**src/sv/imusi_ram.sv**
```systemverilog
// Generic single-port-write, registered-read RAM.
module imusi_ram #(
   parameter int WIDTH = 32,
   parameter int DEPTH = 8
) (
   input  logic                     clock,
   input  logic                     wen,
   input  logic [$clog2(DEPTH)-1:0] waddr,
   input  logic [WIDTH-1:0]         wdata,
   input  logic [$clog2(DEPTH)-1:0] raddr,
   output logic [WIDTH-1:0]         rdata
);

   logic [WIDTH-1:0] mem_ff [DEPTH];
   logic [WIDTH-1:0] rdata_ff;

   // Write port and registered read port
   always_ff @(posedge clock) begin
      if (wen) begin
         mem_ff[waddr] <= wdata;
      end
      rdata_ff <= mem_ff[raddr];
   end

   assign rdata = rdata_ff;

endmodule

```
**config.mk**
```make
export PLATFORM = sky130hd
export DESIGN_NAME = imusi_ram
export DESIGN_NICKNAME = d
export VERILOG_FILES = /design/src/sv/imusi_ram.sv
export SDC_FILE = /design/constraint.sdc
export NUM_CORES = 1
export LEC_CHECK = 0
export BUFFER_PORTS_ARGS = -buffer_cell sky130_fd_sc_hd__buf_2
export CAP_MARGIN = 15
export CORE_UTILIZATION = 30
export DETAILED_ROUTE_END_ITERATION = 10
export MAX_ROUTING_LAYER = met4
export PLACE_DENSITY = 0.52
export SYNTH_ARGS = -nofsm -noshare
export SYNTH_HDL_FRONTEND = slang
export SYNTH_SLANG_ARGS = --single-unit
```
**constraint.sdc**
```tcl
create_clock -name clock -period 2.9 [get_ports clock]
set_input_delay 0.145 -clock clock [delete_from_list [all_inputs] [get_ports clock]]
set_output_delay 0.145 -clock clock [all_outputs]
set_load 0.05 [all_outputs]
```
Yosys cells after proc, flatten, opt, wreduce, memory -nomap -nowiden
Memories as Yosys holds them, arrays and structs flattened. A register that Yosys moved wholly into a read port is not among the register bits. Index checks and enable logic that the tools add are counted.

Divide/modulo/power cells: 0. Reductions and logical operators: 0. Shifts and indexed selects: 0. Equal/unequal tests: 0. Multiplexer cells: 2. Bitwise logic cells: 0. $lt $le $gt $ge: 0. $mul: 0. Add/subtract/negate cells: 0.

Operators by type and width (number): $mux W1 (2).

Bits in registers: 0. Output and inout port bits: 32. Bits of input ports: 40. Memories kept: 1. Latch bits: 0. Memory bits (read-only): 0. Word-level logic and storage cells: 3. Memory bits (writable): 256.

Memory list: mem_ff (words 8, width 32, read ports 1, clocked after Yosys merged registers in 1, wr ports 1, line 14) `logic [WIDTH-1:0] mem_ff [DEPTH];`.

Logic depth before layout (Yosys ltp)
Depth after elaboration: 2. Depth in mapped cells: 4. Gate-level depth less buffers: 2.

Worst setup path after synthesis
No wires, ideal clock.

Path kind: input to register. Start point: in waddr[2]. End point: mem mem_ff[0][0] (enable). Data required time: 2.439 ns. Arrival: 2.531 ns. Buffers on the path: 0. Cell stages on the path: 2. Library setup time: 0.461 ns. Slack: -0.092 ns. Cell sequence: nand2b_1 nor3_1.

RTL lines: start: declaration (line 8) `input logic [$clog2(DEPTH)-1:0] waddr,`; end: declaration (line 14).

Straight into the memory's write port.

==> summary.md <==
| Metric | Value |
|---|---|
| IO Count | 72 |
| Sink Count | 288 |
| Final worst path period share | 0.480 |
| Fmax | approximately 720 MHz |
| CP startpoint kind | input port |
| CTS max path bufs | 3 |
| Clock slew at reported path FFs | 0.06 ns |
| Worst-case clock skew | 0.0105 ns |
| Crit. End Element | flop |
| Synth-to-layout area growth | 21.4% |
| Worst vdd ir | 0.411 mV |
| Die height | 189 µm |
| Synthesized area per cell | about 25 µm² |
| Worst EP required | 3.34 ns |
| Clock Latency Late Sink | roughly 0.55 ns |
| # H-tree levels | 1 |
| Most frequent cells in the layout | edfxtp_1 (256), buf_2 (69), mux4_1 (40) |
| Status | complete, no violations |
| Yosys top cell area share | 0.734 |
| Synth unique cells | 13 |
| Dominant cells by area after synthesis | edfxtp_1 (73%), mux4_1 (10%), dfxtp_1 (6.1%) |
| RR Startpoint | mem_ff[1][28]$_DFFE_PP_ |
| Crit path time final | 1.39 ns |
| Row Count | 68 |
| GR Overflow Total | 0 |
| Initial core utilization | 0.304 |
| Leakage | 4.27 nW |
| TNS Setup | 0 ns |
| Post-route DRC violation count | 0 |
| Post-Route WL | 20800 µm |
| Max_slew headroom | 0.522 |
| Register area share after synthesis | 0.796 |
| Detailed-route wire length per cell | ~20 µm |
| Pwr Density | ~700 nW/µm² |
| Slew Limit Fails | 0 |
| Gr usage total | 0.123 |
| Critical Path Max Stage Delay | approximately 0.57 ns |
| HPWL Detailed | between 10000 and 15000 µm |
| Final net count | 586 |
| Placer Congestion | about 0.66 |
| # port buffers | just over 70 |
| Commonest non-fill, non-tap cell in the layout | edfxtp_1 |
| Unrepaired setup endpoints after global routing | no |
| Drt initial violations | 152 |
| Count of final hold-check violations | 0 |
| Post-CTS setup buffer count | 0 |
| FILL cells | 3151 |
| Post-Syn Area | 10500 µm² |
| Largest net degree at the start of global routing | 43 |
| Max cap viols | 0 |
| Critical-path cell list | buf_4 -> buf_4 -> mux4_1 -> mux2_2 |
| Global-route wire length before repair | 31600 µm |
| Hold-fix buffers, CTS | 32 |
| CTS resizes | 0 |
| Area of the core | 34500 µm² |
| TritonCTS clock tree | yes |
| Antenna violations before repair | 0 |
| Leading area contributor after synthesis | edfxtp_1 |
| Syn. warnings | 0 |
| Crit path max fanout | 33 |
| Via Count | 4581 |
| Critical path type | in2reg |
| Fraction of layout cells with a size suffix above 1 | 0.330 |
| Hold_sp | raddr[1] |
| Antenna-violating nets left | 0 |
| # diodes | 0 |
| Synth Net Count | 455 |
| Die area | 35600 µm² |
| Tightest Hold Check Type | in2reg |
| Root Driver | clkbuf_16 |
| Finished Core Util | 0.369 |
| CP arrival | 1.83 ns |
| FF+latch count, synth | 288 |
| DRT Pass-1 Iters | 4 |
| Mapped Cells | 415 |
| Worst Tran Pin Value | between 0.7 and 0.8 ns |
| Worst setup startpoint | raddr[0] |
| Die Wd | between 150 and 200 µm |
| Num CTS Buffers | 30 |
| Critical-path top delay cell | mux4_1 |
| Vias per Instance | 4.47 |
| Most used cell, CP | buf_4 |
| Finish-stage setup viols | 0 |
| Vias in the first global route | 5076 |
## stage by stage
stage | area (µm²) | setup WS [ns] | hold slack (ns) | instances | power, mW
after floorplan | 10500 | 0.765 | 0.244 | 415 | 5.21
after global placement | 11500 | 0.909 | 0.400 | 937 | 5.41
after detailed placement | 11500 | 0.891 | 0.417 | 937 | 5.43
after CTS | 12700 | 1.47 | 0.291 | 1025 | 9.01
after global routing | 12700 | 1.40 | 0.298 | 1025 | 9.22
final | 12700 | 1.51 | 0.290 | 1025 | 8.88
## state kept, by name (all words and copies together), names as in the netlist
name and cells:
rdata 32, mem_ff 256
## cells by family after synthesis
| kind of cell | Yosys count | synth area share |
|---|---|---|
| multiplexers | 96 | 0.186 |
| flip-flops | 288 | 0.796 |
| AND/OR/NAND/NOR | 13 | 0.00562 |
| buffers and inverters | 18 | 0.0122 |
## metal layers
metal,part of all wire,vias to the layer above,GRT usage
li1,-,2050,-
met1,0.41,2400,0.142
met2,0.53,91,0.220
met3,0.035,40,0.0201
met4,0.025,0,0.0341
met5,0,-,-
## where the power goes
group          internal, mW  switching (mW)  leakage, nW
combinational         0.240           0.392         1.23
clock                  2.03            1.49        0.446
sequential             4.69          0.0447         2.60
total                  6.96            1.92         4.27
## final timing paths
kind / slack, ns / endpoint / cells after the start
max: 1.51 / rdata[16]$_DFF_P_ / 4
min: 0.29 / rdata[24]$_DFF_P_ / 2
max reg2reg: 1.61 / rdata[28]$_DFF_P_ / 2
min reg2reg: 0.67 / rdata[17]$_DFF_P_ / 2
## synth_stat cells
library cell	number
buf_2	6
dfxtp_1	32
mux2_2	32
nor3_1	2
edfxtp_1	256
clkbuf_1	1
buf_6	7
mux4_1	40
nor2_1	6
mux4_2	24
buf_1	4
nand2b_1	3
nand2_1	2
## critical path: cells and delay by family
family   cells  cell delay, ns
mux          2            0.84
buf+inv      2            0.82
## final cells by class
type	instances	area (µm²)	area share
clock buffer	41	813	0.0640
tap	455	569	0.0448
timing repair buffer	117	823	0.0648
clock inverter	15	91.3	0.00719
sequential	288	8330	0.656
multi-input combinational	109	2080	0.164
Note: power is estimated with default switching activity, not from simulation.
