<file path="config.mk">
export PLATFORM = sky130hd
export DESIGN_NAME = imusi_div
export DESIGN_NICKNAME = d
export VERILOG_FILES = /design/src/sv/imusi_pkg.sv /design/src/sv/imusi_div.sv
export SDC_FILE = /design/constraint.sdc
export NUM_CORES = 1
export LEC_CHECK = 0
export BUFFER_PORTS_ARGS = -buffer_cell sky130_fd_sc_hd__buf_2
export CAP_MARGIN = 20
export CORE_MARGIN = 2
export CORE_UTILIZATION = 35
export DETAILED_ROUTE_END_ITERATION = 8
export PLACE_DENSITY = 0.52
export SLEW_MARGIN = 15
export SYNTH_ARGS = -nofsm -noshare
export SYNTH_HDL_FRONTEND = slang
export SYNTH_SLANG_ARGS = --single-unit
</file>
<file path="constraint.sdc">
create_clock -name clock -period 8.6 [get_ports clock]
set_input_delay 0 -clock clock [delete_from_list [all_inputs] [get_ports clock]]
set_output_delay 0 -clock clock [all_outputs]
set_load 0.02 [all_outputs]
</file>
<file path="src/sv/imusi_pkg.sv">
// Shared types and constants of the IMU static start-up statistics block.
package imusi_pkg;

   // Divider geometry
   localparam int DIV_NUM_W = 64;
   localparam int DIV_DEN_W = 32;
   localparam int DIV_CNT_W = 7;

   // Fixed-point constants
   localparam int ONE_Q16 = 65536;
   localparam logic [31:0] VAR_RESET = 32'd6554;

   // Register reset values
   localparam logic [15:0] INIT_MAX_RESET = 16'd20;
   localparam logic [30:0] GRAV_RESET     = 31'd642908;
   localparam logic [30:0] ACC_VAR_RESET  = 31'd6554;
   localparam logic [30:0] GYRO_VAR_RESET = 31'd6554;

   // Register indexes
   localparam logic [1:0] REG_INIT_MAX = 2'd0;
   localparam logic [1:0] REG_GRAV     = 2'd1;
   localparam logic [1:0] REG_ACC_VAR  = 2'd2;
   localparam logic [1:0] REG_GYRO_VAR = 2'd3;

   typedef struct packed {
      logic                 start;
      logic [DIV_NUM_W-1:0] num;
      logic [DIV_DEN_W-1:0] den;
      logic [DIV_CNT_W-1:0] bits;
   } div_req_type;

   typedef struct packed {
      logic                 done;
      logic [DIV_NUM_W-1:0] quo;
   } div_rsp_type;

endpackage

</file>
<file path="src/sv/imusi_div.sv">
// Radix-2 restoring unsigned divider, one quotient bit per cycle.
module imusi_div
   import imusi_pkg::*;
(
   input  logic        clock,
   input  logic        reset,
   input  div_req_type div_req,
   output div_rsp_type div_rsp
);

   logic [DIV_NUM_W-1:0] quo_ff, quo_in;
   logic [DIV_DEN_W-1:0] rem_ff, rem_in;
   logic [DIV_DEN_W-1:0] den_ff, den_in;
   logic [DIV_CNT_W-1:0] cnt_ff, cnt_in;
   logic                 busy_ff, busy_in;
   logic                 done_ff, done_in;

   logic [DIV_DEN_W:0]   rem_sh;
   logic                 ge;
   logic [DIV_DEN_W:0]   rem_sub;
   logic [DIV_CNT_W-1:0] lshift;

   always_comb begin
      rem_sh  = {rem_ff, quo_ff[DIV_NUM_W-1]};
      ge      = rem_sh >= {1'b0, den_ff};
      rem_sub = rem_sh - {1'b0, den_ff};
      lshift  = DIV_CNT_W'(DIV_NUM_W) - div_req.bits;

      quo_in  = quo_ff;
      rem_in  = rem_ff;
      den_in  = den_ff;
      cnt_in  = cnt_ff;
      busy_in = busy_ff;
      done_in = 1'b0;

      if (busy_ff) begin
         // Shift in one quotient bit
         quo_in = {quo_ff[DIV_NUM_W-2:0], ge};
         rem_in = ge ? rem_sub[DIV_DEN_W-1:0] : rem_sh[DIV_DEN_W-1:0];
         cnt_in = cnt_ff - 1'b1;
         if (cnt_ff == DIV_CNT_W'(1)) begin
            busy_in = 1'b0;
            done_in = 1'b1;
         end
      end else if (div_req.start) begin
         // Align the numerator's top bit with the shift-out position
         quo_in  = div_req.num << lshift;
         rem_in  = '0;
         den_in  = div_req.den;
         cnt_in  = div_req.bits;
         busy_in = 1'b1;
      end
   end

   always_ff @(posedge clock) begin
      if (reset) begin
         busy_ff <= 1'b0;
         done_ff <= 1'b0;
      end else begin
         busy_ff <= busy_in;
         done_ff <= done_in;
      end
      quo_ff <= quo_in;
      rem_ff <= rem_in;
      den_ff <= den_in;
      cnt_ff <= cnt_in;
   end

   assign div_rsp.done = done_ff;
   assign div_rsp.quo  = quo_ff;

endmodule

</file>
# Word-level counts from Yosys, hierarchy flattened
# Cells that the tools add are included.
dict set report word_totals {
  output_inout_bits 65
  rom_bits 0
  mem_bits_rw 0
  latchBits 0
  regBits 137
  word_cells 27
  mem_count 0
}
dict set report op_classes {
  n_bitwise 1
  shifts 1
  mux 11
  add_sub_neg 3
  eq_ne 1
  mul 0
  order_cmp 1
  n_div 0
  n_reduce_logical 3
}
# cell count
set op_table {}
lappend op_table {{$mux W64} 2}
lappend op_table {{$mux W32} 3}
lappend op_table {{$shl A64 B7 Y64} 1}
lappend op_table {{$ge A33 B32 Y1} 1}
lappend op_table {{$sub A32 B32 Y32} 1}
lappend op_table {{$mux W7} 2}
lappend op_table {{$eq A7 B1 Y1 const B} 1}
lappend op_table {{$sub A7 B1 Y7 const B} 1}
lappend op_table {{$sub A7 B7 Y7 const A} 1}
lappend op_table {{$mux W1} 4}
lappend op_table {{$reduce_and A2 Y1} 1}
lappend op_table {{$reduce_bool A2 Y1} 1}
lappend op_table {{$reduce_or A2 Y1} 1}
lappend op_table {{$not A1 Y1} 1}

# Depth between registers and ports, before layout
# Gate-level depths: netlist (run 1).
dict set report depth {
  depth_word 4
  depth_mapped 16
  ltp_nobuf 11
}

# Worst setup path after synthesis (run 1)
# OpenSTA, ideal clock, no wires.
dict set report synth_path {
  kind {reg2reg}
  from {register busy_ff}
  to {register cnt_ff[0] (enable)}
  period_less_slack_ps 3333
  setup_slack_ps 5267
  arrival_ps 2877
  path_stages_with_launch 5
  cell_sequence {dfxtp_1 -> clkbuf_1 -> clkbuf_1 -> nor2_1 -> inv_1}
}
dict set report synth_via {
  elab_chain_len 1
}
# element line_no
set synth_rtl {}
lappend synth_rtl {{start, declared} imusi_div.sv:15} ;# logic busy_ff, busy_in;
lappend synth_rtl {{start signal, assigned} imusi_div.sv:60} ;# busy_ff <= busy_in;
lappend synth_rtl {{$reduce_bool A2 Y1 (no line)} -}
lappend synth_rtl {{end signal, assigned} imusi_div.sv:66} ;# cnt_ff <= cnt_in;
lappend synth_rtl {{end, declared} imusi_div.sv:14} ;# logic [DIV_CNT_W-1:0] cnt_ff, cnt_in;
# Every way passes these cells.
# A chain may end at the register's enable or synchronous reset.

# Worst setup path after layout (run 1)
dict set report layout_path {
  from {input port div_req[1] (netlist name)}
  to {register quo_ff[62] (data pin)}
}
dict set report layout_via {
  elab_chain_len 4
}
# element line_no
set layout_rtl {}
lappend layout_rtl {{start, declared} imusi_div.sv:7} ;# input div_req_type div_req,
lappend layout_rtl {{$sub A7 B7 Y7} imusi_div.sv:27} ;# lshift = DIV_CNT_W'(DIV_NUM_W) - div_req.bits;
lappend layout_rtl {{$shl A64 B7 Y64} imusi_div.sv:47} ;# quo_in = div_req.num << lshift;
lappend layout_rtl {{$mux W64} imusi_div.sv:45} ;# end else if (div_req.start) begin
lappend layout_rtl {{$mux W64} imusi_div.sv:36} ;# if (busy_ff) begin
lappend layout_rtl {{named net quo_in[62]} imusi_div.sv:11} ;# logic [DIV_NUM_W-1:0] quo_ff, quo_in;
lappend layout_rtl {{end signal, assigned} imusi_div.sv:63} ;# quo_ff <= quo_in;
lappend layout_rtl {{end, declared} imusi_div.sv:11}
# The timed path passes the listed nets, and every way through them passes these cells. The select of a mux whose other input is x is not followed.

==> results.txt, run 1 <==
For the pin with the worst max-slew slack, the measured transition is 1100 ps. Via density per instance: 5.61. The family with the most delay on the worst path is compound AO/OA/AOI/OAI gates. The leading area contributor after synthesis is sky130_fd_sc_hd__edfxtp_1. The clock passes through at most 2 buffers. The I/O pin count came out at 171. Via count of the first global-routing pass: 9691. The share of layout cells above drive strength 1 is 0.221, and the post-synthesis net count is 1345. Routability-driven placement finished with a final weighted congestion of 0.923.

Across the run, the number of max-cap violations was 0. Number of hold violations in the final report: 0. The critical path's most frequent cell is sky130_fd_sc_hd__o21ai_0.

The area growth from synthesis to layout is 19.0%. Clock root buffer: sky130_fd_sc_hd__clkbuf_16. The number of buffers and inverters on the critical path is 4.

The mean instance size in the synthesized netlist is 9.25 µm², and the standard cell core area is 31400 µm². The run gives 33200 µm² as the total die area. The number of rows created at floorplan came out at 65.

The post-layout minimum cycle time is 3470 ps. Setup violations remaining at the end of the flow were counted as 0. Global routing finished with a remaining overflow of 0.

The combined area of all synthesized cells was 11100 µm². VDD sags by at most 0.146 mV. The count of nets left with antenna violations once routing finished came out at 0. For the violation count after the first detailed-route iteration, the log shows 951. The total power density per cell area was 198 nW/µm². The fmax was 288 MHz. For this run, the slowest stage of the critical path takes 800 ps.

Counting flops and latches in the post-synthesis netlist gives 137. The initial antenna violation count is 0, and the total detailed-routing wirelength is 35000 µm. The flow ran to the end, and the final reports show no timing, DRC or antenna violations. The sink count of the clock tree came out at 137.

The number of filler cells placed in the layout is 3194, and the layout net count is 1498. TritonCTS built the clock tree. The fraction of registers with async set/reset works out to 0. At the worst endpoint, the required time is 8770 ps. Summing over every cut layer, the via total after detailed routing is 9943. Sorting the synthesized cells by how often they occur yields 170 x sky130_fd_sc_hd__nand2_1, 135 x sky130_fd_sc_hd__edfxtp_1, 100 x sky130_fd_sc_hd__a21oi_1. For the critical path arrival, the log shows 3640 ps. The setup clock skew after layout is 15.7 ps. Setup repair after global routing left no endpoint under its margin. The number of clock buffers added by TritonCTS is 17.

After layout, the design draws a total of 2.63 mW. The number of input and output port buffers inserted was 170. The run gives 73 as the count of distinct cell types in the synthesized netlist. The worst-path maximum fanout is 22, and the initial cell density of the core is 0.354. Die outline height: 182 µm. The final worst-path cycle share works out to 0.404. Once the clock tree was built, the setup fixing pass inserted 0 buffers. After technology mapping, the gate count stands at 1203. The startpoint type of the worst setup path was an input port.

Entering global routing, the biggest net connects 81 pins. The tools report the first-pass GRT wire length as 55200 µm. The global router's overall resource usage is 0.212, and the count of yosys warnings during synthesis is 0. The number of slew-limit violations in the final report is 0, and the horizontal die dimension is 182 µm. Yosys instantiated no cell more often than sky130_fd_sc_hd__nand2_1. Yosys mapped a number of flops with a built-in enable equal to 135.

The area fraction of the dominant cell type after synthesis is 0.364, and the iteration count of the initial detailed-routing pass is 9. For the worst-case headroom to the max-slew limit, the log shows 0.265. Traced cell by cell, the critical path runs through dlygate4sd3_1 > buf_2 > inv_1 > ha_2 > clkinv_1 > mux2i_1 > nand2_1 > o21ai_0 > o21ai_0 > nor2_1 > a21oi_1 > o211ai_1. The antenna diode count was 0; the static leakage power was 5.51 nW. The H-tree was split into 4 levels. Summed over all nets, the half-perimeter wirelength after detailed placement is 25900 µm. In the post-synthesis netlist, the biggest area contributors are sky130_fd_sc_hd__edfxtp_1 36%, sky130_fd_sc_hd__mux4_2 7.3%, sky130_fd_sc_hd__mux2i_1 5.9%. For this run, the leading register cell type out of synthesis is sky130_fd_sc_hd__edfxtp_1. Adding up every negative setup slack in the final design gives 0 ps. In this run the worst hold path is classified as input port to flip-flop.

After clock tree synthesis, the clock-pin slew on the worst setup and hold paths is 70 ps. STA classifies the critical path endpoint as a flip-flop. The proportion of synthesized chip area in sequential cells is 0.368. After detailed routing, the number of remaining DRC violations is 0. The critical path is of the input port to flip-flop type.

The latest clock arrival within the worst-skew pair is 430 ps. Detailed-route wire length per cell: 19.8 µm. The slowest cell on the critical path was sky130_fd_sc_hd__o21ai_0.
-- registers in the layout, summed over array words and instances, names as in the netlist --
register and cells:
cnt_ff 7, done_ff 1, rem_ff 32, den_ff 32
quo_ff 64, busy_ff 1
-- cells by family (layout without fill, tap and decap cells) --
| family | count (synthesis) | after routing | synth area share |
|---|---|---|---|
| compound gates | 358 | 358 | 0.207 |
| xor+xnor | 31 | 31 | 0.0251 |
| fa+ha+maj | 36 | 36 | 0.0412 |
| mux | 115 | 115 | 0.145 |
| buf+inv | 137 | 303 | 0.0556 |
| simple gates | 389 | 389 | 0.157 |
| flops | 137 | 137 | 0.368 |
-- cell usage in the layout, fill, tap and decap left out, drive strengths merged, types with 9 or more instances in the layout --
master and instances:
nor2 89, edfxtp 135, mux4 36, nand3 45, a22o 22, a21oi 104
a21o 16, mux2i 66, nand2 171, or3 9, and3 11, o221ai 10
mux2 13, xnor2 18, a31oi 9, xor2 13, inv 55, ha 35
nor3 28, nand4 9, a22oi 14, buf 187, clkbuf 17, o21ai 103
dlygate4sd3 37, o211ai 27
-- per-stage QoR --
| step | area [µm²] | utilization | worst slack [ps] | cells | hold WS, ps |
|---|---|---|---|---|---|
| 2_1_floorplan | 11100 | - | 5270 | 1203 | 71.6 |
| 3_3_place_gp | 12200 | 0.390 | 5100 | 1700 | 177 |
| 3_5_place_dp | 12200 | 0.390 | 5050 | 1700 | 178 |
| 4_1_cts | 13200 | 0.421 | 5180 | 1769 | 46.3 |
| 5_1_grt | 13200 | 0.422 | 5010 | 1771 | 59.6 |
| 6_report | 13200 | 0.422 | 5130 | 1771 | 68.6 |
-- final timing paths --
path                endpoint  slack [ps]  depth (start not counted)       start
setup / recovery  quo_ff[62]        5130                         12  div_req[1]
hold / removal     cnt_ff[3]          70                          3  div_req[3]
setup reg to reg  rem_ff[18]        5250                          9  rem_ff[19]
hold reg to reg   quo_ff[27]         560                          2  quo_ff[26]
-- report_power, final --
part | switching [mW] | internal (mW)
combinational | 0.610 | 0.368
sequential | 0.0556 | 0.837
clock | 0.340 | 0.418
-- final cells by class --
class / count / area (µm²) / area share
Clock buffer: 17 / 425 / 0.0321
Clock inverter: 15 / 180 / 0.0136
Inverter: 47 / 179 / 0.0135
Timing Repair Buffer: 224 / 1360 / 0.103
Tap cell: 402 / 503 / 0.0380
Multi-Input combinational cell: 929 / 6500 / 0.491
Sequential cell: 137 / 4100 / 0.309
-- tightest hold or removal path, stage by stage --
cell	delay, ps
sky130_fd_sc_hd__buf_2	170
sky130_fd_sc_hd__nor2_1	120
sky130_fd_sc_hd__a21oi_1	40
-- what timing repair did --
item / 4_1_cts / 5_1_grt
hold endpoints to repair: 37 / 0
gates resized for setup: 0 / 0
hold buffers: 37 / 0
-- metal layers --
layer / track usage / part of all wire / vias up
li1: - / - / 4813
met1: 0.301 / 0.47 / 4755
met2: 0.331 / 0.45 / 332
met3: 0.0375 / 0.057 / 43
met4: 0.0610 / 0.022 / 0
met5: 0 / 0 / -
Note: power is estimated with default switching activity, not from simulation.
==> run 2: changes to the inputs <==
clock period = 3.3 ns   (was 8.6 ns; I/O delays follow)
==> run 2 against run 1 <==
Sequential share of layout area shrank 0.57 points. Critical path type is now flip-flop to flip-flop. Worst hold slack worse by 60 ps. Sequential power rose to 2.6 times the previous value. Critical endpoint is now quo_ff[0]. Die area is the same.
==> results.txt, run 2 (synthesis results as in run 1) <==
The startpoint type of the worst setup path was a flip-flop (was an input port). The final weighted congestion in routability-driven placement was 0.903 (was 0.923); the data required time of the critical path was 3440 ps (was 8770 ps). Sort of element at the end of the critical path: a flip-flop (unchanged). The detailed-route wire length per cell is 19.8 µm (about the same), and the actual slew at the worst max-slew pin is 1070 ps (was 1100 ps). The total setup violations reported at the end of the flow was 0 (unchanged).

Max capacitance violation total: 0 (unchanged). The depth of the CTS H-tree came out at 4 (unchanged). Registers with the highest flip-flop counts: quo_ff (64), den_ff (32), rem_ff (32) (unchanged). The violation count after the first detailed-route iteration was 1037 (was 951); the global router's overall resource usage was 0.216 (was 0.212). TritonCTS built the clock tree. The maximum ir drop on the vdd rail was 0.387 mV (was 0.146 mV); the total die area was 33200 µm² (unchanged).

The maximum number of pins on one net before global-route repair is 104 (was 81). Path class of the lowest-slack min-delay path: input port to flip-flop (unchanged). The antenna diode count was 0 (unchanged).

The total of cells resized after clock tree synthesis came out at 0 (unchanged). The logs give 0 (unchanged) for the number of design rule violations left after detail routing and 0 (unchanged) for the number of slew-limit violations in the final report. The logs give 3111 (was 3194) for the number of filler cells placed in the layout and 0 (unchanged) for the initial antenna violation count. The run gives 3280 ps (was 3640 ps) as the critical path arrival. The initial cell density of the core was 0.354 (unchanged). The most common cell after layout, fill and taps aside is sky130_fd_sc_hd__nand2_1 (unchanged).

The worst-path maximum fanout came out at 28 (was 22). The via count of the first global-routing pass is 9809 (was 9691). Clock root buffer: sky130_fd_sc_hd__clkbuf_16 (unchanged).

Die outline height: 182 µm (unchanged). The number of buffers between clock root and the deepest sink was 2 (unchanged). The run gives 157 ps (was 5130 ps) as the post-layout worst setup margin. The iteration count of the initial detailed-routing pass was 7 (was 9); the setup total negative slack was 0 ps (unchanged). For the total detailed-routing wirelength, the log shows 35600 µm (was 35000 µm). The fmax is 318 MHz, and the number of buffers created by CTS is 17 (unchanged). For the finished layout, the period the worst path requires is 3140 ps.

The sink count of the clock tree is 137 (unchanged), and the horizontal die dimension is 182 µm (unchanged). The number of flip-flops in the largest register is 64 (unchanged). The run finished with clean final reports. For the first-pass GRT wire length, the log shows 55800 µm (was 55200 µm). The clock input transition at the sequential cells of the worst setup and hold paths is 60 ps (was 70 ps), and the total power density per cell area is 508 nW/µm² (was 198 nW/µm²). The layout overhead on the synthesized area is 21.3% (was 19.0%), and the standard cell core area is 31400 µm² (unchanged). Share of layout cells above drive strength 1: 0.237 (was 0.221). Register ranked first by flip-flop count: quo_ff (unchanged). The tools report the number of hold violations in the final report as 0 (unchanged). The post-layout total power is 6.85 mW (was 2.63 mW). The number of input and output port buffers inserted works out to 170 (unchanged).

The final worst-path cycle share is 0.952. Via density per instance: 5.58 (was 5.61). The tools report the HPWL reported at the end of detailed placement as 26900 µm (was 25900 µm). Setup repair after global routing left no endpoint under its margin. The tools report the overall overflow remaining after global route as 0 (unchanged). The tools report the via count of the routed design as 10.0k (was 9943).

The type of the worst setup path was flip-flop to flip-flop (was input port to flip-flop). For the worst setup slack after placement, the log shows 186 ps (was 5050 ps). The logs give 1525 (was 1498) for the layout net count and 171 (unchanged) for the I/O pin count.

The setup clock skew after layout was 15.4 ps (was 15.7 ps). The tools report the number of rows created at floorplan as 65 (unchanged). The run gives 0 (unchanged) as the number of routed nets with antenna violations.

The logs give 440 ps (was 430 ps) for the latest clock arrival within the worst-skew pair and 0.283 (was 0.265) for the worst-case headroom to the max-slew limit. Most frequent cells in the layout: 170 x sky130_fd_sc_hd__nand2_1, 169 x sky130_fd_sc_hd__buf_2, 135 x sky130_fd_sc_hd__edfxtp_1, 100 x sky130_fd_sc_hd__a21oi_1, 88 x sky130_fd_sc_hd__nor2_1 (unchanged). The run gives 5.65 nW (was 5.51 nW) as the static leakage power.
[run 2: per-stage QoR]
step	cells	utilization	hold WS, ps	cell area (µm²)
floorplan	1203	-	71.6	11100
detailed placement	1729	0.400	178	12600
CTS	1796	0.429	1.17	13500
finish	1798	0.430	8.11	13500
global placement	1728	0.399	177	12500
global route	1798	0.430	19.6	13500
[run 2: final cells by class]
cell class	instances	area [µm²]	share of cell area
clock buffer	17	425	0.0315
clock inverter	15	143	0.0106
inverter	47	180	0.0134
multi-input combinational	929	6500	0.482
sequential	137	4100	0.304
tap	402	503	0.0373
timing repair buffer	251	1640	0.122
[run 2: critical path, cell delays in order, from the launching register on]
cell and delay, ps:
sky130_fd_sc_hd__edfxtp_1 400, sky130_fd_sc_hd__ha_1 400, sky130_fd_sc_hd__a21o_1 220, sky130_fd_sc_hd__and3_4 190
sky130_fd_sc_hd__nor4_4 300, sky130_fd_sc_hd__a211o_2 250, sky130_fd_sc_hd__a21boi_4 80, sky130_fd_sc_hd__o31a_1 330
sky130_fd_sc_hd__buf_12 180, sky130_fd_sc_hd__o21ai_2 290, sky130_fd_sc_hd__o21ai_0 210
[run 2: power by group]
part           internal (mW)  switching, mW  leakage [nW]
clock network           1.05          0.831         0.271
registers               2.18          0.152          1.42
logic                   1.03           1.61          3.96
[run 2: path summary, 6_finish.rpt]
check                    to  slack [ps]        from  cells past startpoint
setup / recovery  quo_ff[0]         160  rem_ff[13]                     10
hold / removal    cnt_ff[6]           8  div_req[6]                      3
setup reg to reg  quo_ff[0]         160  rem_ff[13]                     10
hold reg to reg   quo_ff[9]         560   quo_ff[8]                      2
[run 2: what timing repair did]
item	in CTS	in global routing
endpoints found under the setup margin	0	1
hold buffers	35	0
buffers inserted	0	2
endpoints found under the hold margin	35	0
[run 2: layer usage]
layer  track usage  wire length [µm]
met1         0.314             17100
met3        0.0361              2100
met4        0.0552               717
met2         0.333             15700
met5             0                 0
